`config.mk`:
```
export PLATFORM = sky130hd
export DESIGN_NAME = icmp_receive_classifier
export DESIGN_NICKNAME = d
export VERILOG_FILES = /design/src/irc_pkg.sv /design/src/irc_front.sv /design/src/irc_queue.sv /design/src/irc_back.sv /design/src/icmp_receive_classifier.sv
export SDC_FILE = /design/constraint.sdc
export NUM_CORES = 1
export LEC_CHECK = 0
export ABC_AREA = 1
export BUFFER_PORTS_ARGS = -buffer_cell sky130_fd_sc_hd__buf_2
export CAP_MARGIN = 20
export CORE_UTILIZATION = 55
export CTS_CLUSTER_DIAMETER = 200
export DETAILED_ROUTE_END_ITERATION = 12
export GPL_TIMING_DRIVEN = 0
export HOLD_SLACK_MARGIN = 0.05
export PLACE_DENSITY = 0.73
export SYNTH_ARGS = -nofsm -noshare
export SYNTH_HDL_FRONTEND = slang
export SYNTH_SLANG_ARGS = --single-unit
```
`constraint.sdc`:
```
create_clock -name clk -period 16.2 [get_ports clk]
set_clock_uncertainty 0.1 [all_clocks]
set_input_delay 1.62 -clock clk [delete_from_list [all_inputs] [get_ports clk]]
set_output_delay 1.62 -clock clk [all_outputs]
set_load 0.1 [all_outputs]
```
`src/irc_pkg.sv`:
```
// ----------------------------------------------------------------------------
// irc_pkg
// Shared types, codes and helpers of the ICMP receive classifier.
// ----------------------------------------------------------------------------
package irc_pkg;

	typedef enum logic [1:0] {
		ACT_REPLY    = 2'd0,
		ACT_CONSUMED = 2'd1,
		ACT_ERROR    = 2'd2,
		ACT_DROP     = 2'd3
	} action_t;

	localparam logic [7:0] TYPE_ECHO_REPLY    = 8'd0;
	localparam logic [7:0] TYPE_DEST_UNREACH  = 8'd3;
	localparam logic [7:0] TYPE_ECHO_REQUEST  = 8'd8;
	localparam logic [7:0] TYPE_TIME_EXCEEDED = 8'd11;
	localparam logic [7:0] CODE_ZERO          = 8'd0;
	localparam logic [7:0] UNREACH_CODE_MAX   = 8'd4;

	localparam logic [15:0] SUM_ONES = 16'hFFFF;
	localparam int LENGTH_W = 12;
	localparam int HEADER_BYTES = 8;
	localparam int QUEUE_DEPTH = 4;

	typedef struct packed {
		logic                bad;
		logic [15:0]         check_sum;
		logic [15:0]         reply_sum;
		logic [7:0]          msg_type;
		logic [7:0]          msg_code;
		logic [31:0]         src;
		logic [31:0]         dst;
		logic [LENGTH_W-1:0] length;
	} verdict_rec_t;

	function automatic logic [15:0] fold_add(input logic [15:0] a, input logic [15:0] b);
		logic [16:0] s;
		s = {1'b0, a} + {1'b0, b};
		return s[15:0] + {15'd0, s[16]};
	endfunction

endpackage

```
`src/irc_front.sv`:
```
// ----------------------------------------------------------------------------
// irc_front
// Accepts message bytes, keeps the running sums and the header fields, and
// hands a finished record to the queue on the last byte of each message.
// ----------------------------------------------------------------------------
module irc_front import irc_pkg::*; #(
	parameter int MAX_LENGTH = 2048
) (
	input  logic         clk,
	input  logic         arst_n,
	input  logic         take,
	input  logic [7:0]   data_byte,
	input  logic         last_byte,
	input  logic [31:0]  source_address,
	input  logic [31:0]  destination_address,
	output logic         push,
	output verdict_rec_t push_rec
);

	localparam int CW = $clog2(MAX_LENGTH + 1);
	localparam logic [CW-1:0] MAX_COUNT = CW'(MAX_LENGTH);
	localparam logic [CW-1:0] HEADER_COUNT = CW'(HEADER_BYTES);

	logic [CW-1:0] count_q;
	logic          too_long_q;
	logic [15:0]   check_q;
	logic [15:0]   reply_q;
	logic [7:0]    pend_q;
	logic [7:0]    type_q;
	logic [7:0]    code_q;
	logic [31:0]   src_q;
	logic [31:0]   dst_q;

	logic          over;
	logic          is0, is1, is2, is3;
	logic [CW-1:0] count_nx;
	logic          too_long_nx;
	logic          add_en;
	logic [15:0]   word;
	logic [15:0]   rword;
	logic [15:0]   check_nx;
	logic [15:0]   reply_nx;
	logic [7:0]    pend_nx;
	logic [7:0]    type_nx;
	logic [7:0]    code_nx;
	logic [31:0]   src_nx;
	logic [31:0]   dst_nx;

	always_comb begin
		over = count_q >= MAX_COUNT;
		is0 = count_q == CW'(0);
		is1 = count_q == CW'(1);
		is2 = count_q == CW'(2);
		is3 = count_q == CW'(3);
		count_nx = over ? count_q : count_q + CW'(1);
		too_long_nx = too_long_q | over;
		src_nx = is0 ? source_address : src_q;
		dst_nx = is0 ? destination_address : dst_q;
		type_nx = (!over && is0) ? data_byte : type_q;
		code_nx = (!over && is1) ? data_byte : code_q;
		pend_nx = (!over && !count_q[0]) ? data_byte : pend_q;
		if (over) begin
			add_en = last_byte & MAX_COUNT[0];
			word = {pend_q, 8'd0};
			rword = {pend_q, 8'd0};
		end else if (count_q[0]) begin
			add_en = 1'b1;
			word = {pend_q, data_byte};
			rword = {(is1 || is3) ? 8'd0 : pend_q, is3 ? 8'd0 : data_byte};
		end else begin
			add_en = last_byte;
			word = {data_byte, 8'd0};
			rword = {(is0 || is2) ? 8'd0 : data_byte, 8'd0};
		end
		check_nx = add_en ? fold_add(check_q, word) : check_q;
		reply_nx = add_en ? fold_add(reply_q, rword) : reply_q;
	end

	assign push = take & last_byte;

	always_comb begin
		push_rec.bad = too_long_nx | (count_nx < HEADER_COUNT);
		push_rec.check_sum = check_nx;
		push_rec.reply_sum = reply_nx;
		push_rec.msg_type = type_nx;
		push_rec.msg_code = code_nx;
		push_rec.src = src_nx;
		push_rec.dst = dst_nx;
		push_rec.length = LENGTH_W'(count_nx);
	end

	always_ff @(posedge clk or negedge arst_n) begin
		if (!arst_n) begin
			count_q <= '0;
			too_long_q <= 1'b0;
			check_q <= '0;
			reply_q <= '0;
			pend_q <= '0;
			type_q <= '0;
			code_q <= '0;
			src_q <= '0;
			dst_q <= '0;
		end else if (take) begin
			src_q <= src_nx;
			dst_q <= dst_nx;
			if (last_byte) begin
				count_q <= '0;
				too_long_q <= 1'b0;
				check_q <= '0;
				reply_q <= '0;
				pend_q <= '0;
				type_q <= '0;
				code_q <= '0;
			end else begin
				count_q <= count_nx;
				too_long_q <= too_long_nx;
				check_q <= check_nx;
				reply_q <= reply_nx;
				pend_q <= pend_nx;
				type_q <= type_nx;
				code_q <= code_nx;
			end
		end
	end

endmodule

```
`src/irc_queue.sv`:
```
// ----------------------------------------------------------------------------
// irc_queue
// Short first-in first-out queue of message records between the byte front
// end and the verdict back end.
// ----------------------------------------------------------------------------
module irc_queue import irc_pkg::*; (
	input  logic         clk,
	input  logic         arst_n,
	input  logic         push,
	input  verdict_rec_t push_rec,
	output logic         full,
	input  logic         pop,
	output logic         rd_valid,
	output verdict_rec_t rd_rec
);

	localparam int AW = $clog2(QUEUE_DEPTH);
	localparam logic [AW:0] DEPTH_COUNT = (AW + 1)'(QUEUE_DEPTH);

	verdict_rec_t  entries_q [QUEUE_DEPTH];
	logic [AW-1:0] wr_ptr_q;
	logic [AW-1:0] rd_ptr_q;
	logic [AW:0]   fill_q;

	assign full = fill_q == DEPTH_COUNT;
	assign rd_valid = fill_q != '0;
	assign rd_rec = entries_q[rd_ptr_q];

	always_ff @(posedge clk) begin
		if (push) begin
			entries_q[wr_ptr_q] <= push_rec;
		end
	end

	always_ff @(posedge clk or negedge arst_n) begin
		if (!arst_n) begin
			wr_ptr_q <= '0;
			rd_ptr_q <= '0;
			fill_q <= '0;
		end else begin
			if (push) begin
				wr_ptr_q <= (wr_ptr_q == AW'(QUEUE_DEPTH - 1)) ? '0 : wr_ptr_q + AW'(1);
			end
			if (pop) begin
				rd_ptr_q <= (rd_ptr_q == AW'(QUEUE_DEPTH - 1)) ? '0 : rd_ptr_q + AW'(1);
			end
			if (push && !pop) begin
				fill_q <= fill_q + (AW + 1)'(1);
			end else if (pop && !push) begin
				fill_q <= fill_q - (AW + 1)'(1);
			end
		end
	end

endmodule

```
`src/irc_back.sv`:
```
// ----------------------------------------------------------------------------
// irc_back
// Takes message records from the queue, decides the verdict, keeps the error
// and drop counters, and holds the result word in the output register.
// ----------------------------------------------------------------------------
module irc_back import irc_pkg::*; (
	input  logic                clk,
	input  logic                arst_n,
	input  logic                rd_valid,
	input  verdict_rec_t        rd_rec,
	output logic                pop,
	output logic                result_valid,
	input  logic                result_stall,
	output logic [1:0]          action,
	output logic [15:0]         reply_checksum,
	output logic [31:0]         reply_source,
	output logic [31:0]         reply_destination,
	output logic [LENGTH_W-1:0] message_length,
	output logic [31:0]         error_total,
	output logic [31:0]         drop_total
);

	logic                valid_q;
	logic [31:0]         err_q;
	logic [31:0]         drop_q;
	action_t             action_q;
	logic [15:0]         chk_q;
	logic [31:0]         rsrc_q;
	logic [31:0]         rdst_q;
	logic [LENGTH_W-1:0] len_q;

	logic    load;
	logic    consumed;
	action_t verdict;

	always_comb begin
		case (rd_rec.msg_type)
			TYPE_ECHO_REPLY:    consumed = rd_rec.msg_code == CODE_ZERO;
			TYPE_DEST_UNREACH:  consumed = rd_rec.msg_code <= UNREACH_CODE_MAX;
			TYPE_TIME_EXCEEDED: consumed = rd_rec.msg_code == CODE_ZERO;
			default:            consumed = 1'b0;
		endcase
		if (rd_rec.bad || rd_rec.check_sum != SUM_ONES) begin
			verdict = ACT_ERROR;
		end else if (rd_rec.msg_type == TYPE_ECHO_REQUEST && rd_rec.msg_code == CODE_ZERO) begin
			verdict = ACT_REPLY;
		end else if (consumed) begin
			verdict = ACT_CONSUMED;
		end else begin
			verdict = ACT_DROP;
		end
	end

	assign load = !valid_q || !result_stall;
	assign pop = rd_valid && load;

	always_ff @(posedge clk or negedge arst_n) begin
		if (!arst_n) begin
			valid_q <= 1'b0;
			err_q <= '0;
			drop_q <= '0;
		end else begin
			if (load) begin
				valid_q <= rd_valid;
			end
			if (pop && verdict == ACT_ERROR) begin
				err_q <= err_q + 32'd1;
			end
			if (pop && verdict == ACT_DROP) begin
				drop_q <= drop_q + 32'd1;
			end
		end
	end

	always_ff @(posedge clk) begin
		if (pop) begin
			action_q <= verdict;
			len_q <= rd_rec.length;
			if (verdict == ACT_REPLY) begin
				chk_q <= ~rd_rec.reply_sum;
				rsrc_q <= rd_rec.dst;
				rdst_q <= rd_rec.src;
			end else begin
				chk_q <= '0;
				rsrc_q <= '0;
				rdst_q <= '0;
			end
		end
	end

	assign result_valid = valid_q;
	assign action = action_q;
	assign reply_checksum = chk_q;
	assign reply_source = rsrc_q;
	assign reply_destination = rdst_q;
	assign message_length = len_q;
	assign error_total = err_q;
	assign drop_total = drop_q;

endmodule

```
`src/icmp_receive_classifier.sv`:
```
// ----------------------------------------------------------------------------
// icmp_receive_classifier
// Takes one byte per cycle while the queue has room; the running
// one's-complement add sets that rate. Each verdict reaches the result port
// via the queue and the output register, up to four queued behind a stall.
// Reset clears the message state, the counters and the queue at once.
// ----------------------------------------------------------------------------
module icmp_receive_classifier import irc_pkg::*; #(
	parameter int MAX_LENGTH = 2048
) (
	input  logic                clk,
	input  logic                arst_n,
	input  logic                item_valid,
	output logic                item_stall,
	input  logic [7:0]          data_byte,
	input  logic                last_byte,
	input  logic [31:0]         source_address,
	input  logic [31:0]         destination_address,
	output logic                result_valid,
	input  logic                result_stall,
	output logic [1:0]          action,
	output logic [15:0]         reply_checksum,
	output logic [31:0]         reply_source,
	output logic [31:0]         reply_destination,
	output logic [LENGTH_W-1:0] message_length,
	output logic [31:0]         error_total,
	output logic [31:0]         drop_total
);

	logic         take;
	logic         push;
	logic         full;
	logic         pop;
	logic         rd_valid;
	verdict_rec_t push_rec;
	verdict_rec_t rd_rec;

	assign item_stall = full;
	assign take = item_valid && !full;

	irc_front #(
		.MAX_LENGTH(MAX_LENGTH)
	) u_front (
		.clk                (clk),
		.arst_n             (arst_n),
		.take               (take),
		.data_byte          (data_byte),
		.last_byte          (last_byte),
		.source_address     (source_address),
		.destination_address(destination_address),
		.push               (push),
		.push_rec           (push_rec)
	);

	irc_queue u_queue (
		.clk     (clk),
		.arst_n  (arst_n),
		.push    (push),
		.push_rec(push_rec),
		.full    (full),
		.pop     (pop),
		.rd_valid(rd_valid),
		.rd_rec  (rd_rec)
	);

	irc_back u_back (
		.clk              (clk),
		.arst_n           (arst_n),
		.rd_valid         (rd_valid),
		.rd_rec           (rd_rec),
		.pop              (pop),
		.result_valid     (result_valid),
		.result_stall     (result_stall),
		.action           (action),
		.reply_checksum   (reply_checksum),
		.reply_source     (reply_source),
		.reply_destination(reply_destination),
		.message_length   (message_length),
		.error_total      (error_total),
		.drop_total       (drop_total)
	);

endmodule

```
==> qor.yml, run 1 <==
timing:
  drv_slew: 0
  period_share_pct: 37.9
  max_slew_margin_pct: 20.2
  fin_hold_ws_ns: 0.428
  post-route-min-period_ns: 6.14
  rsz0062_at_grt: "no"
  worst_slew_pin_slew_ns: 1.19
  hold_viol_final: 0
  fin_tns_setup_ns: 0
  finalSetupViolCount: 0
  fmax_ghz: 0.163
clock_network:
  worstSkewPairLatency_ns: 0.63
  hold_buffers: 0
  clockBufferDepth: 3
  clkSlewWorstSetupHoldPaths_ns: 0.06
  cts-resized-gates: 0
  h-tree-depth: 3
  cts_inserted_buffers: 80
  root_buffer: "clkbuf_16"
  cts_setup_buffers: 0
  clock_sinks: 799
  cts_tree: "built"
synthesis:
  ys_seq_elements: 799
  ys.flop_type: "edfxtp_1"
  synth_edf_count: 594
  synthArstFlopShare_pct: 25.7
  yosysWarnings: 0
  seq_area_frac_synth_pct: 64.0
  synth.avg_cell_area_um2: 9.97
  ys_types: 49
  synth_cells: 3600
  synth_nets: 3729
  syn_area_um2: 35900
power_and_ir_drop:
  p_per_area_nw_per_um2: 201
  ir_worst_vdd_v: 0.000132
  leakage_nw: 17.1
layout:
  final_area_um2: 41600
  nNetsFinal: 4073
  n_fill_cell: 4984
  final_cell_mix: "nand2_1 (799), edfxtp_1 (594), nor2_1 (465)"
  final_common_cell: "nand2_1"
  areaGrowthSynthToFinish_pct: 16.0
  drive_above_1_share_pct: 11.6
worst_setup_path:
  crit_path_start_kind: "flop"
  worst_setup_path_end_kind: "flop"
  timing.rr.end: "u_queue.entries_q[0][106]"
  crit_required_ns: 16.45
  cpPeakStageDelay_ns: 0.77
  cp_slowest_cell: "nor3_2"
  critical_path.most_common_cell: "nand2_1"
  rr_startpoint: "u_front.count_q[11]"
  crit_fanout: 9
  reg2reg_setup_slack_ns: 10.06
  cp_data_arrival_time_ns: 6.39
  worstSetupPathType: "reg2reg"
  rr_worst_depth: 26
die:
  rows: 93
  core_region_area_um2: 64500
  die_x_um: 257
  die_h_um: 257
  start_util_pct: 55.7
  num_io_pins: 237
  die_area_um2: 66300
drt:
  drt-total-wl_mm: 93.3
  drtPass1Iterations: 6
  wl_met1_mm: 37.5
  drtIter0Drc: 2405
  vias: 26900
  top_layer_used: "met4"
  drc: 0
  ant_nets: 0
  wire_per_inst_um: 19.2
  dr_wl_met2_mm: 45.1
  vias_per_cell: 5.53
  dr_wl_met3_mm: 7.41
placement:
  placed_area_um2: 38800
  port_buffers: 236
  gp_congestion: 0.941
  post-dp-hpwl_mm: 65.4
global_routing:
  antenna_found_initial: 0
  overflow: 0
  grt_max_degree: 91
  grt_usage_pct: 28.0
  grt_pass1_wl_mm: 142
  grt_pass1_vias: 25800
worst_hold_path:
  whs_endpoint: "u_back.error_total[5]"
  whs_path_depth: 1
  min_from: "u_back.error_total[5]"
  hold_class: "reg2reg"
outcome:
  status: "finished clean"
run:
  max_cap_violations: 0
power breakdown:
part	switching, mW	internal [mW]	total (mW)
Clock	0.797	1.20	2.00
Sequential	0.168	2.89	3.06
Combinational	2.57	0.746	3.32
Yosys cell counts (16+ instances only):
master	n	area, µm²
nand4_1	44	275
clkbuf_1	85	319
nand3_1	107	536
o21ai_0	371	1860
ha_1	49	613
o21ai_1	35	175
buf_2	32	160
xor2_1	49	429
a22oi_1	16	120
buf_1	17	63.8
o22ai_1	53	332
nor2_1	469	1760
edfxtp_1	594	17800
xnor2_1	32	280
inv_1	361	1360
nor4_1	17	106
nand2_1	799	3000
a21oi_1	136	681
nor3_1	51	255
dfrtp_1	205	5130
cell type report:
class	instances	area (µm²)	area share, %
Buffer	145	637	1.53
Antenna cell	1	2.50	0.00601
Tap cell	855	1070	2.57
Sequential cell	799	23000	55.2
Multi-Input combinational cell	2287	10900	26.3
Clock inverter	51	697	1.67
Clock buffer	99	2160	5.20
Timing Repair Buffer	262	1770	4.26
Inverter	369	1390	3.33
registers in the layout (all words and copies together) (netlist names), 8 cells and up:
name and count:
u_queue.entries_q 500, u_back.drop_total 32, u_back.error_total 32, u_back.reply_destination 32, u_back.reply_source 32, u_front.dst_q 32
u_front.src_q 32, u_back.reply_checksum 16, u_front.check_q 16, u_front.reply_q 16, u_back.message_length 12, u_front.count_q 12
u_front.code_q 8, u_front.pend_q 8, u_front.type_q 8
worst max-delay path by stage:
| stage | slack [ns] | start | endpoint | depth (start not counted) |
|---|---|---|---|---|
| floorplan | 7.95 | item_valid | u_queue.entries_q[0][0] | 6 |
| global placement | 2.78 | item_valid | u_queue.entries_q[1][81] | 7 |
| detailed placement | 10.21 | u_front.count_q[11] | u_queue.entries_q[0][106] | 26 |
| CTS | 10.18 | u_front.count_q[11] | u_queue.entries_q[0][106] | 26 |
| global route | 9.51 | u_front.count_q[11] | u_queue.entries_q[2][104] | 26 |
| finish | 10.06 | u_front.count_q[11] | u_queue.entries_q[0][106] | 26 |
critical path: cells and delay by family, from the launching register on:
family          cells  cell delay, ns
buf+inv             4            0.67
fa+ha+maj           3            0.79
flops               1            0.50
simple gates       14            2.68
compound gates      5            1.10
per-stage QoR:
stage / utilization (%) / std cells / power, mW / setup WS, ns
2_1_floorplan: - / 3600 / 5.41 / 7.95
3_3_place_gp: 59.2 / 4691 / 6.28 / 2.78
3_5_place_dp: 60.1 / 4717 / 6.35 / 10.21
4_1_cts: 64.6 / 4867 / 8.35 / 10.18
5_1_grt: 64.6 / 4867 / 8.78 / 9.51
6_report: 64.6 / 4868 / 8.37 / 10.06
kinds of logic after synthesis:
group                    count (synthesis)  share of synthesized area (%)
multiplexers                             1                         0.0314
AO/OA/AOI/OAI                          635                           9.34
flip-flops                             799                           64.0
AND/OR/NAND/NOR                       1518                           17.2
buffers and inverters                  514                           5.63
adder cells (fa/ha/maj)                 52                           1.88
XOR/XNOR                                81                           1.98
layer usage:
layer | global-route usage, % | vias to the layer above
li1 | - | 12800
met1 | 36.8 | 12800
met2 | 46.6 | 1154
met3 | 4.22 | 178
met4 | 11.6 | 0
met5 | 0 | -
Note: power is estimated with default switching activity, not from simulation.
==> run 2: changes to the inputs <==
- PLACE_DENSITY: 0.73 -> 0.76
- clock period: 16.2 -> 5.2 ns (I/O delays scaled with it)
==> qor.yml, run 2 (synthesized netlist as in run 1, its figures left out) <==
outcome:
  status: "finished clean"
clock_network:
  h-tree-depth: 3
  worstSkewPairLatency_ns: 0.63
  clock_sinks: 799
  clkSlewWorstSetupHoldPaths_ns: 0.07
  clockBufferDepth: 3
  cts_inserted_buffers: 80
  root_buffer: "clkbuf_16"
  cts_tree: "built"
timing:
  worst_slack_ns: 0.219
  finalSetupViolCount: 0
  worst_slew_pin_slew_ns: 1.12
  fmax_ghz: 0.201
  fin_tns_setup_ns: 0
  hold_viol_final: 0
  drv_slew: 0
  post-route-min-period_ns: 4.98
  fin_hold_ws_ns: 0.169
  period_share_pct: 95.8
  max_slew_margin_pct: 25.3
layout:
  n_fill_cell: 4856
  final_util_pct: 64.5
  nNetsFinal: 4077
  final_cell_mix: "nand2_1 (798), edfxtp_1 (594), nor2_1 (460)"
  top_register: "u_queue.entries_q"
  stdcell_count: 4871
  areaGrowthSynthToFinish_pct: 15.8
  final_common_cell: "nand2_1"
  multi_input_area_um2: 11000
  drive_above_1_share_pct: 11.8
  regArea_um2: 23000
  largest_reg_flops: 500
  final_area_um2: 41600
placement:
  place_inst: 4715
  post-dp-hpwl_mm: 65.5
  pre_cts_slack_ns: -0.598
  placed_area_um2: 38700
  gp_congestion: 0.945
  port_buffers: 236
worst_setup_path:
  rr_startpoint: "u_front.count_q[11]"
  crit_required_ns: 5.54
  worst_setup_path_end_kind: "flop"
  worstSetupPathType: "reg2reg"
  cp_data_arrival_time_ns: 5.33
  cp_slowest_cell: "dfrtp_1"
  cpPeakStageDelay_ns: 0.52
  crit_path_start_kind: "flop"
  crit_fanout: 9
  startpoint: "u_front.count_q[11]"
  critical_path.most_common_cell: "nand2_1"
die:
  num_io_pins: 237
  core_region_area_um2: 64500
  start_util_pct: 55.7
  rows: 93
  die_x_um: 257
  die_h_um: 257
  die_area_um2: 66300
drt:
  drc: 0
  drtPass1Iterations: 6
  drt-total-wl_mm: 94.9
  ant_nets: 0
  wire_per_inst_um: 19.5
  vias_per_cell: 5.60
  vias: 27300
  drtIter0Drc: 2764
global_routing:
  grt_pass1_vias: 26300
  grt_max_degree: 117
  overflow: 0
  grt_usage_pct: 28.5
  grt_pass1_wl_mm: 146
  antenna_found_initial: 1
power_and_ir_drop:
  p_per_area_nw_per_um2: 623
  p_seq_share_pct: 36.8
  pwr-share-clk_pct: 22.8
  switchingPower_mw: 11.1
  switching_share_pct: 42.9
  finalPower_mw: 25.9
  internal-power_mw: 14.8
  combPwrFrac_pct: 40.4
  ir_worst_vdd_v: 0.000451
  leakage_nw: 17.1
worst_hold_path:
  hold_class: "in2reg"
  min_from: "data_byte[7]"
run:
  max_cap_violations: 0
[run 2: changes by cell type in the layout (fill, tap and decap cells not counted), sizes merged]
cell	previous run	this run
clkinv	21	30
bufinv	15	7
clkbuf	184	192
clkinvlp	10	3
inv	374	371
buf	322	324
dlygate4sd3	0	2
[run 2: area by class of cell]
class                      count  share of cell area [%]
buffer                       145                    1.54
tap                          855                    2.57
clock inverter                42                    1.10
antenna                        1                 0.00602
timing repair buffer         266                    4.33
inverter                     369                    3.34
multi-input combinational   2287                    26.4
sequential                   799                    55.3
clock buffer                 107                    5.40
[run 2: path summary, 6_finish.rpt]
kind                                             end  slack (ns)  cells after the start
max in group asynchronous         u_front.check_q[0]        3.52                      3
hold / removal                     u_front.pend_q[7]        0.17                      3
hold reg to reg               u_back.error_total[14]        0.42                      1
setup / recovery           u_queue.entries_q[3][106]        0.22                     28
setup reg to reg           u_queue.entries_q[3][106]        0.22                     28
min in group asynchronous          u_front.dst_q[20]        0.37                      2
[run 2: worst max-delay path, delay by kind of cell, from the launching register on]
kind | cells | cell delay (ns)
DFF | 1 | 0.52
and+or+nand+nor | 14 | 1.95
buffers and inverters | 6 | 0.85
AOI/OAI and AO/OA | 5 | 0.68
adders and majority gates | 3 | 0.70
[run 2: layer usage]
metal,global-route usage (%),vias up,part of all wire [%]
li1,-,12800,-
met1,37.2,13000,39
met2,47.8,1294,49
met3,4.18,205,8.4
met4,12.2,2,3.7
met5,0,-,0.0084
[run 2: power groups by stage]
stage          combinational, mW  sequential, mW  clock [mW]
2_1_floorplan               5.20            11.6           0
3_3_place_gp                9.76            9.71           0
3_5_place_dp                10.2            9.62           0
4_1_cts                     10.3            9.51        5.93
5_1_grt                     11.3            9.62        6.17
6_report                    10.5            9.53        5.90
[run 2: timing repair]
action,in CTS,in global routing
hold endpoints to repair,90,0
buffers inserted,2,2
endpoints found under the setup margin,59,80
pin swaps,2,3
hold buffers,2,0
gates resized for setup,5,18
gates cloned,0,0
